## src/kms_pkg.sv

```systemverilog
// ----------------------------------------------------------------------------
// kms_pkg
// shared types and constants of the keypad matrix scanner
// ----------------------------------------------------------------------------
package kms_pkg;

    localparam int unsigned ACT_W  = 2;
    localparam int unsigned OFS_W  = 8;
    localparam int unsigned BYTE_W = 8;
    localparam int unsigned NCOL   = 5;
    localparam int unsigned NROW   = 5;
    localparam int unsigned CFG_IDX_W = 3;

    // item actions
    localparam logic [ACT_W-1:0] ACT_READ  = 2'd0;
    localparam logic [ACT_W-1:0] ACT_WRITE = 2'd1;
    localparam logic [ACT_W-1:0] ACT_TICK  = 2'd2;
    localparam logic [ACT_W-1:0] ACT_ACK   = 2'd3;

    // configuration register indexes
    localparam logic [CFG_IDX_W-1:0] CFG_FIVE_ROW   = 3'd0;
    localparam logic [CFG_IDX_W-1:0] CFG_PWR_MASK   = 3'd1;
    localparam logic [CFG_IDX_W-1:0] CFG_LVL_OFS    = 3'd2;
    localparam logic [CFG_IDX_W-1:0] CFG_COL_OFS    = 3'd3;
    localparam logic [CFG_IDX_W-1:0] CFG_MASK_OFS   = 3'd4;
    localparam logic [CFG_IDX_W-1:0] CFG_DIR_OFS    = 3'd5;

    localparam logic [NCOL-1:0]   COLS_IDLE   = 5'h1f;
    localparam logic [NROW-1:0]   ROWS_FIVE   = 5'h1f;
    localparam logic [NROW-1:0]   ROWS_FOUR   = 5'h0f;
    localparam logic [2:0]        COL_PAD     = 3'b111;   // 0xe0 on column reads

    typedef logic [NCOL-1:0][NROW-1:0] t_keys;

    typedef struct packed {
        logic              five_row;
        logic [NCOL-1:0]   pwr_mask;
        logic [OFS_W-1:0]  lvl_ofs;
        logic [OFS_W-1:0]  col_ofs;
        logic [OFS_W-1:0]  mask_ofs;
        logic [OFS_W-1:0]  dir_ofs;
    } t_cfg;

    typedef struct packed {
        logic [ACT_W-1:0]  action;
        logic [OFS_W-1:0]  offset;
        logic [BYTE_W-1:0] write_data;
        t_keys             keys;
        logic              power_line;
    } t_item;

    typedef struct packed {
        logic [BYTE_W-1:0] read_data;
        logic              irq;
    } t_result;

    typedef struct packed {
        logic pending;
        logic irq;
    } t_status;

endpackage

```

## src/kms_in_if.sv

```systemverilog
// ----------------------------------------------------------------------------
// kms_in_if
// input word channel: action, bus access and key line snapshot
// ----------------------------------------------------------------------------
interface kms_in_if import kms_pkg::*; ();
    logic                valid;
    logic                ready;
    logic [ACT_W-1:0]    action;
    logic [OFS_W-1:0]    offset;
    logic [BYTE_W-1:0]   write_data;
    logic [NROW-1:0]     keys_col0;
    logic [NROW-1:0]     keys_col1;
    logic [NROW-1:0]     keys_col2;
    logic [NROW-1:0]     keys_col3;
    logic [NROW-1:0]     keys_col4;
    logic                power_line;

    modport source (
        output valid, action, offset, write_data,
        output keys_col0, keys_col1, keys_col2, keys_col3, keys_col4, power_line,
        input  ready
    );
    modport sink (
        input  valid, action, offset, write_data,
        input  keys_col0, keys_col1, keys_col2, keys_col3, keys_col4, power_line,
        output ready
    );
endinterface

```

## src/kms_out_if.sv

```systemverilog
// ----------------------------------------------------------------------------
// kms_out_if
// result word channel: read data and irq level
// ----------------------------------------------------------------------------
interface kms_out_if import kms_pkg::*; ();
    logic                valid;
    logic                ready;
    logic [BYTE_W-1:0]   read_data;
    logic                irq;

    modport source (output valid, read_data, irq, input ready);
    modport sink   (input valid, read_data, irq, output ready);
endinterface

```

## src/kms_cfg_regs.sv

```systemverilog
// ----------------------------------------------------------------------------
// kms_cfg_regs
// configuration registers behind the plain write port
// ----------------------------------------------------------------------------
module kms_cfg_regs import kms_pkg::*; (
    input  logic                 i_clk,
    input  logic                 i_rst_n,
    input  logic                 i_we,
    input  logic [CFG_IDX_W-1:0] i_idx,
    input  logic [BYTE_W-1:0]    i_data,
    output t_cfg                 o_cfg
);

    t_cfg r_cfg;
    t_cfg n_cfg;

    always_comb begin
        n_cfg = r_cfg;
        if (i_we) begin
            case (i_idx)
                CFG_FIVE_ROW: n_cfg.five_row = i_data[0];
                CFG_PWR_MASK: n_cfg.pwr_mask = i_data[NCOL-1:0];
                CFG_LVL_OFS:  n_cfg.lvl_ofs  = i_data;
                CFG_COL_OFS:  n_cfg.col_ofs  = i_data;
                CFG_MASK_OFS: n_cfg.mask_ofs = i_data;
                CFG_DIR_OFS:  n_cfg.dir_ofs  = i_data;
                default:      n_cfg = r_cfg;
            endcase
        end
    end

    always_ff @(posedge i_clk) begin
        if (!i_rst_n) begin
            r_cfg.five_row <= 1'b1;
            r_cfg.pwr_mask <= 5'h01;
            r_cfg.lvl_ofs  <= 8'd0;
            r_cfg.col_ofs  <= 8'd1;
            r_cfg.mask_ofs <= 8'd2;
            r_cfg.dir_ofs  <= 8'd3;
        end else begin
            r_cfg <= n_cfg;
        end
    end

    assign o_cfg = r_cfg;

endmodule

```

## src/kms_sampler.sv

```systemverilog
// ----------------------------------------------------------------------------
// kms_sampler
// column sampling of the key matrix and power key, latch term excluded
// ----------------------------------------------------------------------------
module kms_sampler import kms_pkg::*; (
    input  logic              i_five_row,
    input  logic [BYTE_W-1:0] i_row_level,
    input  logic [BYTE_W-1:0] i_row_dir,
    input  t_keys             i_keys,
    input  logic              i_power_line,
    input  logic [NCOL-1:0]   i_pwr_mask,
    output logic [NCOL-1:0]   o_cols
);

    logic [NROW-1:0] w_low;
    logic [NCOL-1:0] w_hit;

    // driven-low rows, only four count in four row mode
    assign w_low = i_row_dir[NROW-1:0] & ~i_row_level[NROW-1:0]
                 & (i_five_row ? ROWS_FIVE : ROWS_FOUR);

    always_comb begin
        for (int c = 0; c < NCOL; c++) begin
            if (i_five_row) begin
                w_hit[c] = |(w_low & ~i_keys[c]);
            end else begin
                // four row mode: row r reads key bit r+1
                w_hit[c] = |(w_low[NROW-2:0] & ~i_keys[c][NROW-1:1]);
            end
        end
    end

    assign o_cols = ~w_hit & (i_power_line ? COLS_IDLE : ~i_pwr_mask);

endmodule

```

## src/kms_core.sv

```systemverilog
// ----------------------------------------------------------------------------
// kms_core
// bus registers, change detector and irq latch, one word per cycle while i_fire is high
// ----------------------------------------------------------------------------
module kms_core import kms_pkg::*; (
    input  logic    i_clk,
    input  logic    i_rst_n,
    input  logic    i_fire,
    input  t_item   i_item,
    input  t_cfg    i_cfg,
    output t_result o_result,
    output t_status o_status
);

    logic [BYTE_W-1:0] r_lvl, r_dir, r_mask;
    logic [BYTE_W-1:0] n_lvl, n_dir, n_mask;
    logic [NCOL-1:0]   r_base, n_base;
    logic              r_pending, n_pending;
    logic              r_irq, n_irq;

    logic              w_hit_lvl, w_hit_dir, w_hit_mask, w_hit_col;
    logic              w_wr;
    logic [NCOL-1:0]   w_cols, w_cols_pend, w_changed;
    logic [BYTE_W-1:0] w_rd;

    assign w_hit_lvl  = (i_item.offset == i_cfg.lvl_ofs);
    assign w_hit_dir  = (i_item.offset == i_cfg.dir_ofs);
    assign w_hit_mask = (i_item.offset == i_cfg.mask_ofs);
    assign w_hit_col  = (i_item.offset == i_cfg.col_ofs);
    assign w_wr       = (i_item.action == ACT_WRITE);

    // writes land first, the sample below sees the new rows
    assign n_lvl  = (w_wr && w_hit_lvl)  ? i_item.write_data : r_lvl;
    assign n_dir  = (w_wr && w_hit_dir)  ? i_item.write_data : r_dir;
    assign n_mask = (w_wr && w_hit_mask) ? i_item.write_data : r_mask;

    kms_sampler u_sampler (
        .i_five_row   (i_cfg.five_row),
        .i_row_level  (n_lvl),
        .i_row_dir    (n_dir),
        .i_keys       (i_item.keys),
        .i_power_line (i_item.power_line),
        .i_pwr_mask   (i_cfg.pwr_mask),
        .o_cols       (w_cols)
    );

    assign w_cols_pend = r_pending ? (w_cols & ~i_cfg.pwr_mask) : w_cols;
    assign w_changed   = (r_base ^ w_cols_pend) & ~n_mask[NCOL-1:0];

    always_comb begin
        n_base    = r_base;
        n_pending = r_pending;
        n_irq     = r_irq;
        w_rd      = '0;
        case (i_item.action)
            ACT_READ: begin
                if (w_hit_col) begin
                    w_rd      = {COL_PAD, w_cols_pend};
                    n_pending = 1'b0;
                end else if (w_hit_lvl) begin
                    w_rd = r_lvl;
                end else if (w_hit_mask) begin
                    w_rd = r_mask;
                end else if (w_hit_dir) begin
                    w_rd = r_dir;
                end
            end
            ACT_WRITE, ACT_TICK: begin
                // unowned write offsets leave the detector alone
                if (i_item.action == ACT_TICK || w_hit_lvl || w_hit_mask || w_hit_dir) begin
                    n_base = w_cols_pend;
                    if (|w_changed) begin
                        n_irq = 1'b1;
                    end
                end
            end
            ACT_ACK: begin
                n_irq = 1'b0;
                if (r_pending) begin
                    n_pending = 1'b0;
                    n_base    = w_cols;
                end
            end
            default: begin
                n_irq = r_irq;
            end
        endcase
    end

    always_ff @(posedge i_clk) begin
        if (!i_rst_n) begin
            r_lvl     <= '0;
            r_dir     <= '0;
            r_mask    <= '0;
            r_base    <= COLS_IDLE;
            r_pending <= 1'b1;
            r_irq     <= 1'b0;
        end else if (i_fire) begin
            r_lvl     <= n_lvl;
            r_dir     <= n_dir;
            r_mask    <= n_mask;
            r_base    <= n_base;
            r_pending <= n_pending;
            r_irq     <= n_irq;
        end
    end

    assign o_result.read_data = w_rd;
    assign o_result.irq       = n_irq;
    assign o_status.pending   = r_pending;
    assign o_status.irq       = r_irq;

endmodule

```

## src/keypad_matrix_gpio_scanner.sv

```systemverilog
// ----------------------------------------------------------------------------
// keypad_matrix_gpio_scanner
// keypad gpio controller with row drive, column read port and change irq
// ----------------------------------------------------------------------------
// One word is taken per clock and every word gives one result word. A word
// enters an input register, is worked in a single pass through the bus
// register and column sampling logic once the output register has room,
// and its result is valid from that output register, one word per cycle
// sustained while the result side keeps taking words. A held result stalls
// the input side only when both registers are full. Actions are bus read,
// bus write, sample tick and irq acknowledge. Configuration (row mode, power
// column mask and the four bus offsets) must be written through the plain
// write port only while no word is in flight; the block does not enforce it.
// ----------------------------------------------------------------------------
module keypad_matrix_gpio_scanner import kms_pkg::*; (
    input  logic                 i_clk,
    input  logic                 i_rst_n,
    // configuration write port
    input  logic                 i_cfg_we,
    input  logic [CFG_IDX_W-1:0] i_cfg_idx,
    input  logic [BYTE_W-1:0]    i_cfg_data,
    // word channels
    kms_in_if.sink               i_item,
    kms_out_if.source            o_result
);

    t_cfg    w_cfg;
    t_item   r_item;
    logic    r_in_valid;
    t_result r_out;
    logic    r_out_valid;
    t_result w_res;
    t_status w_status;
    logic    w_out_free;
    logic    w_fire;
    logic    w_take;

    // output register can load when empty or being drained
    assign w_out_free = !r_out_valid || o_result.ready;
    // the registered word is worked when its result has a place to go
    assign w_fire     = r_in_valid && w_out_free;
    assign i_item.ready = !r_in_valid || w_fire;
    assign w_take     = i_item.valid && i_item.ready;

    kms_cfg_regs u_cfg (
        .i_clk   (i_clk),
        .i_rst_n (i_rst_n),
        .i_we    (i_cfg_we),
        .i_idx   (i_cfg_idx),
        .i_data  (i_cfg_data),
        .o_cfg   (w_cfg)
    );

    // input register
    always_ff @(posedge i_clk) begin
        if (!i_rst_n) begin
            r_in_valid <= 1'b0;
        end else if (i_item.ready) begin
            r_in_valid <= i_item.valid;
        end
    end

    always_ff @(posedge i_clk) begin
        if (w_take) begin
            r_item.action     <= i_item.action;
            r_item.offset     <= i_item.offset;
            r_item.write_data <= i_item.write_data;
            r_item.keys       <= {i_item.keys_col4, i_item.keys_col3, i_item.keys_col2,
                                  i_item.keys_col1, i_item.keys_col0};
            r_item.power_line <= i_item.power_line;
        end
    end

    kms_core u_core (
        .i_clk    (i_clk),
        .i_rst_n  (i_rst_n),
        .i_fire   (w_fire),
        .i_item   (r_item),
        .i_cfg    (w_cfg),
        .o_result (w_res),
        .o_status (w_status)
    );

    // result register
    always_ff @(posedge i_clk) begin
        if (!i_rst_n) begin
            r_out_valid <= 1'b0;
        end else if (w_out_free) begin
            r_out_valid <= w_fire;
        end
    end

    always_ff @(posedge i_clk) begin
        if (w_fire) begin
            r_out <= w_res;
        end
    end

    assign o_result.valid     = r_out_valid;
    assign o_result.read_data = r_out.read_data;
    assign o_result.irq       = r_out.irq;

`ifndef NO_ASSERTIONS
    // cold-start latch is one-shot until reset
    a_pending_one_shot: assert property (@(posedge i_clk) disable iff (!i_rst_n)
        !w_status.pending |=> !w_status.pending)
        else $error("cold-start latch re-armed");

    // result irq matches the latched irq after the word
    a_irq_match: assert property (@(posedge i_clk) disable iff (!i_rst_n)
        w_fire |=> (r_out.irq == w_status.irq))
        else $error("result irq differs from latch");

    // acknowledge always leaves irq clear
    a_ack_clears: assert property (@(posedge i_clk) disable iff (!i_rst_n)
        (w_fire && r_item.action == ACT_ACK) |=> !w_status.irq)
        else $error("irq set after acknowledge");

    // only bus reads return data
    a_rd_zero: assert property (@(posedge i_clk) disable iff (!i_rst_n)
        (w_fire && r_item.action != ACT_READ) |=> (r_out.read_data == '0))
        else $error("read data on non-read word");
`endif

endmodule

```

## src/flat_wrapper.sv

```systemverilog
// flat-port wrapper written by rule: the top's interface ports become plain ports
module keypad_matrix_gpio_scanner_flat import kms_pkg::*;
  (i_clk, i_rst_n, i_cfg_we, i_cfg_idx, i_cfg_data, i_item_valid, i_item_action, i_item_offset, i_item_write_data, i_item_keys_col0, i_item_keys_col1, i_item_keys_col2, i_item_keys_col3, i_item_keys_col4, i_item_power_line, i_item_ready, o_result_valid, o_result_read_data, o_result_irq, o_result_ready);
  kms_in_if i_item_i ();
  kms_out_if o_result_i ();
  input  logic i_clk;
  input  logic i_rst_n;
  input  logic i_cfg_we;
  input  logic [CFG_IDX_W-1:0] i_cfg_idx;
  input  logic [BYTE_W-1:0] i_cfg_data;
  input wire logic [$bits(i_item_i.valid)-1:0] i_item_valid;
  input wire logic [$bits(i_item_i.action)-1:0] i_item_action;
  input wire logic [$bits(i_item_i.offset)-1:0] i_item_offset;
  input wire logic [$bits(i_item_i.write_data)-1:0] i_item_write_data;
  input wire logic [$bits(i_item_i.keys_col0)-1:0] i_item_keys_col0;
  input wire logic [$bits(i_item_i.keys_col1)-1:0] i_item_keys_col1;
  input wire logic [$bits(i_item_i.keys_col2)-1:0] i_item_keys_col2;
  input wire logic [$bits(i_item_i.keys_col3)-1:0] i_item_keys_col3;
  input wire logic [$bits(i_item_i.keys_col4)-1:0] i_item_keys_col4;
  input wire logic [$bits(i_item_i.power_line)-1:0] i_item_power_line;
  output wire logic [$bits(i_item_i.ready)-1:0] i_item_ready;
  output wire logic [$bits(o_result_i.valid)-1:0] o_result_valid;
  output wire logic [$bits(o_result_i.read_data)-1:0] o_result_read_data;
  output wire logic [$bits(o_result_i.irq)-1:0] o_result_irq;
  input wire logic [$bits(o_result_i.ready)-1:0] o_result_ready;
  assign i_item_i.valid = i_item_valid;
  assign i_item_i.action = i_item_action;
  assign i_item_i.offset = i_item_offset;
  assign i_item_i.write_data = i_item_write_data;
  assign i_item_i.keys_col0 = i_item_keys_col0;
  assign i_item_i.keys_col1 = i_item_keys_col1;
  assign i_item_i.keys_col2 = i_item_keys_col2;
  assign i_item_i.keys_col3 = i_item_keys_col3;
  assign i_item_i.keys_col4 = i_item_keys_col4;
  assign i_item_i.power_line = i_item_power_line;
  assign i_item_ready = i_item_i.ready;
  assign o_result_valid = o_result_i.valid;
  assign o_result_read_data = o_result_i.read_data;
  assign o_result_irq = o_result_i.irq;
  assign o_result_i.ready = o_result_ready;
  keypad_matrix_gpio_scanner u_core (.i_clk(i_clk), .i_rst_n(i_rst_n), .i_cfg_we(i_cfg_we), .i_cfg_idx(i_cfg_idx), .i_cfg_data(i_cfg_data), .i_item(i_item_i), .o_result(o_result_i));
endmodule
```

## config.mk

```make
export PLATFORM = sky130hd
export DESIGN_NAME = keypad_matrix_gpio_scanner_flat
export DESIGN_NICKNAME = d
export VERILOG_FILES = /design/src/kms_pkg.sv /design/src/kms_in_if.sv /design/src/kms_out_if.sv /design/src/kms_cfg_regs.sv /design/src/kms_sampler.sv /design/src/kms_core.sv /design/src/keypad_matrix_gpio_scanner.sv /design/src/flat_wrapper.sv
export SDC_FILE = /design/constraint.sdc
export NUM_CORES = 1
export LEC_CHECK = 0
export BUFFER_PORTS_ARGS = -buffer_cell sky130_fd_sc_hd__buf_2
export CAP_MARGIN = 10
export CELL_PAD_IN_SITES_DETAIL_PLACEMENT = 0
export CELL_PAD_IN_SITES_GLOBAL_PLACEMENT = 1
export CORE_UTILIZATION = 50
export DETAILED_ROUTE_END_ITERATION = 10
export GPL_ROUTABILITY_DRIVEN = 1
export GPL_TIMING_DRIVEN = 1
export PLACE_DENSITY = 0.9
export SLEW_MARGIN = 20
export SYNTH_ARGS = -nofsm -noshare
export SYNTH_HDL_FRONTEND = slang
export SYNTH_HIERARCHICAL = 1
export SYNTH_SLANG_ARGS = --single-unit
```

## constraint.sdc

```tcl
create_clock -name i_clk -period 7 [get_ports i_clk]
set_clock_uncertainty 0.15 [all_clocks]
set_input_delay 0.7 -clock i_clk [delete_from_list [all_inputs] [get_ports i_clk]]
set_output_delay 0.7 -clock i_clk [all_outputs]
set_load 0.02 [all_outputs]
```

==> metrics.md <==
| Metric | Value |
|---|---|
| Fin. max-slew vios | 0 |
| Drt first pass iters | 5 |
| Cells after Synth | approximately 530 |
| Max Fanout on Critical Path | 10 |
| ANT nets after route | 0 |
| TritonCTS clock tree | done |
| Via count of the first global-routing pass | ~4200 |
| Total gr overflow | 0 |
| Commonest non-fill, non-tap cells in the layout | 71 x dfxtp_1, 70 x buf_2, 69 x mux2i_1 |
| Overall Global Routing Usage | around 22% |
| # IOs | 71 |
| HPWL after DPL | 9.18 mm |
| Worst setup EP type | flip-flop |
| # DRC | 0 |
| Via count | around 4200 |
| CP peak stage delay | ~700 ps |
| Die height | roughly 110 um |
| DRT iter0 DRCs | 225 |
| Die W | about 110 um |
| Vias/cell | 5.62 |
| Setup crit start kind | flip-flop |
| WL final | 13.1 mm |
| Wire length of the first global-routing pass | roughly 21 mm |
| Inserted Clock Buffers | 17 |
| Power Density | 251 nW/um^2 |
| Synthesis-to-finish area growth | 16.2% |
| Fmax | 205 MHz |
| Ratio of cells with drive above 1 in the final layout | 21.5% |
| Port buffer count | 70 |
| Clock latency on the worst-skew pair | 410 ps |
| Clk buf depth | 2 |
| # rows | 39 |
| Synth warn | 6 |
| Hold Vio Cnt, Final | 0 |
| Worst relative slew slack | 44.5% |
| Fin util | 59.9% |
| Arrival @ worst endpoint | 4870 ps |
| Initial antenna violation count | 0 |
| Most common cell after layout, fill and taps aside | dfxtp_1 |
| Slowest stage cell, crit path | nor4_2 |
| Layout Nets | around 660 |
| H-tree depth | 4 |
| Syn_nets | 589 |
| Worst Tran Pin Value | 829 ps |
| Number of fill cells in the layout | 916 |
| Starting Density | 51.6% |
| Syn Area/Cell | 11.3 sq um |
| Status | complete, no violations |
| Critical path, cell by cell | xor2_1, nor4_2, and2_1, nand2_4, mux2_2, nand2b_1, o221ai_1, or3_1, o31ai_1, a21boi_0, xnor2_1, o22ai_1, nor4_1, nor3_1 |
| Postcts setup bufs | 0 |
| Largest net degree at the start of global routing | 87 |
| Leak pwr | between 2 and 3 nW |
| Post-Layout Cell Count | 747 |
| Post-CTS sizing | 0 |
| CTS Hold Bufs | 0 |
| Critical path class | flip-flop to flip-flop |
| Cell count after placement | ~700 |
| Setup TNS | 0 ps |
| Core box area | 11500 sq um |
| Req. time, crit path | 7000 ps |
| Final setup viols | 0 |
| Die area | 12300 sq um |
| Peak supply drop | approximately 0.00024 V |
| CTS Root Buffer Type | clkbuf_16 |
| Fin crit share | 69.6% |
| HP Class | primary input to flip-flop |
| Max_cap viols | 0 |
| RD Place Congestion | about 0.85 |
| Mapped cell area | just under 6000 sq um |
| Diode count | 0 |
| Clock slew at reported path FFs | 50 ps |
| CTS Sinks | 124 |
| Wire length per cell | approximately 18 um |
| RSZ-0062 raised after global routing | false |
| Period minus WS final | 4870 ps |
==> through the flow <==
stage | cell area (sq um) | setup WS, ps | hold slack [ps] | power [mW]
detailed placement | 6310 | 2250 | 309 | 0.921
CTS | 6870 | 2210 | 290 | 1.74
finish | 6870 | 2130 | 314 | 1.73
global placement | 6310 | 2440 | 306 | 0.917
global route | 6870 | 1820 | 288 | 1.79
floorplan | 5920 | 2950 | 296 | 0.879
==> sequential cells by signal, summed over array words and instances (netlist names) <==
| name | count |
|---|---|
| u_core/u_cfg/o_cfg | 38 |
| u_core/o_result.irq | 1 |
| u_core/u_core/r_dir | 8 |
| u_core/o_result.read_data | 8 |
| u_core/u_core/r_irq | 1 |
| u_core/u_core/r_base | 5 |
| u_core/u_core/r_lvl | 8 |
| u_core/u_core/r_pending | 1 |
| u_core/u_core/r_mask | 8 |
| u_core/o_result.valid | 1 |
| u_core/r_item | 44 |
| u_core/r_in_valid | 1 |
==> cell type report <==
type	count	area (sq um)	area share (%)
clock buffers	25	497	7.23
clock inverters	7	62.6	0.910
inverters	14	52.6	0.764
multi-input cells	361	2700	39.2
flip-flops and latches	124	3010	43.8
well taps	143	179	2.60
repair buffers	73	373	5.42
==> metal layers <==
layer | global-route usage, % | wire length, um
met3 | 6.01 | 754
met4 | 8.36 | 119
met5 | 0 | 0
met1 | 28.4 | 5970
met2 | 35.5 | 6280
==> worst max-delay path: cells and delay by family, from the launching register on <==
family,cells,cell delay (ps)
AO/OA/AOI/OAI,4,780
AND/OR/NAND/NOR,7,2530
XOR/XNOR,2,420
multiplexers,1,240
flip-flops,1,480
==> final timing paths <==
| check | from | endpoint | slack [ps] | cells past startpoint |
|---|---|---|---|---|
| worst max-delay path | u_core/r_item[41] | u_core/o_result.irq | 2130 | 14 |
| worst min-delay path | i_item_write_data[7] | u_core/r_item[33] | 310 | 1 |
| worst min register to register | u_core/u_cfg/o_cfg[11] | u_core/u_cfg/o_cfg[11] | 320 | 2 |
| worst max register to register | u_core/r_item[41] | u_core/o_result.irq | 2130 | 14 |
==> power breakdown <==
part | switching (mW) | total (mW) | internal, mW
registers | 0.0212 | 0.803 | 0.782
logic | 0.0588 | 0.105 | 0.0460
clock network | 0.293 | 0.817 | 0.524
total | 0.373 | 1.73 | 1.35
No activity file was read; power rests on OpenSTA's default activity.
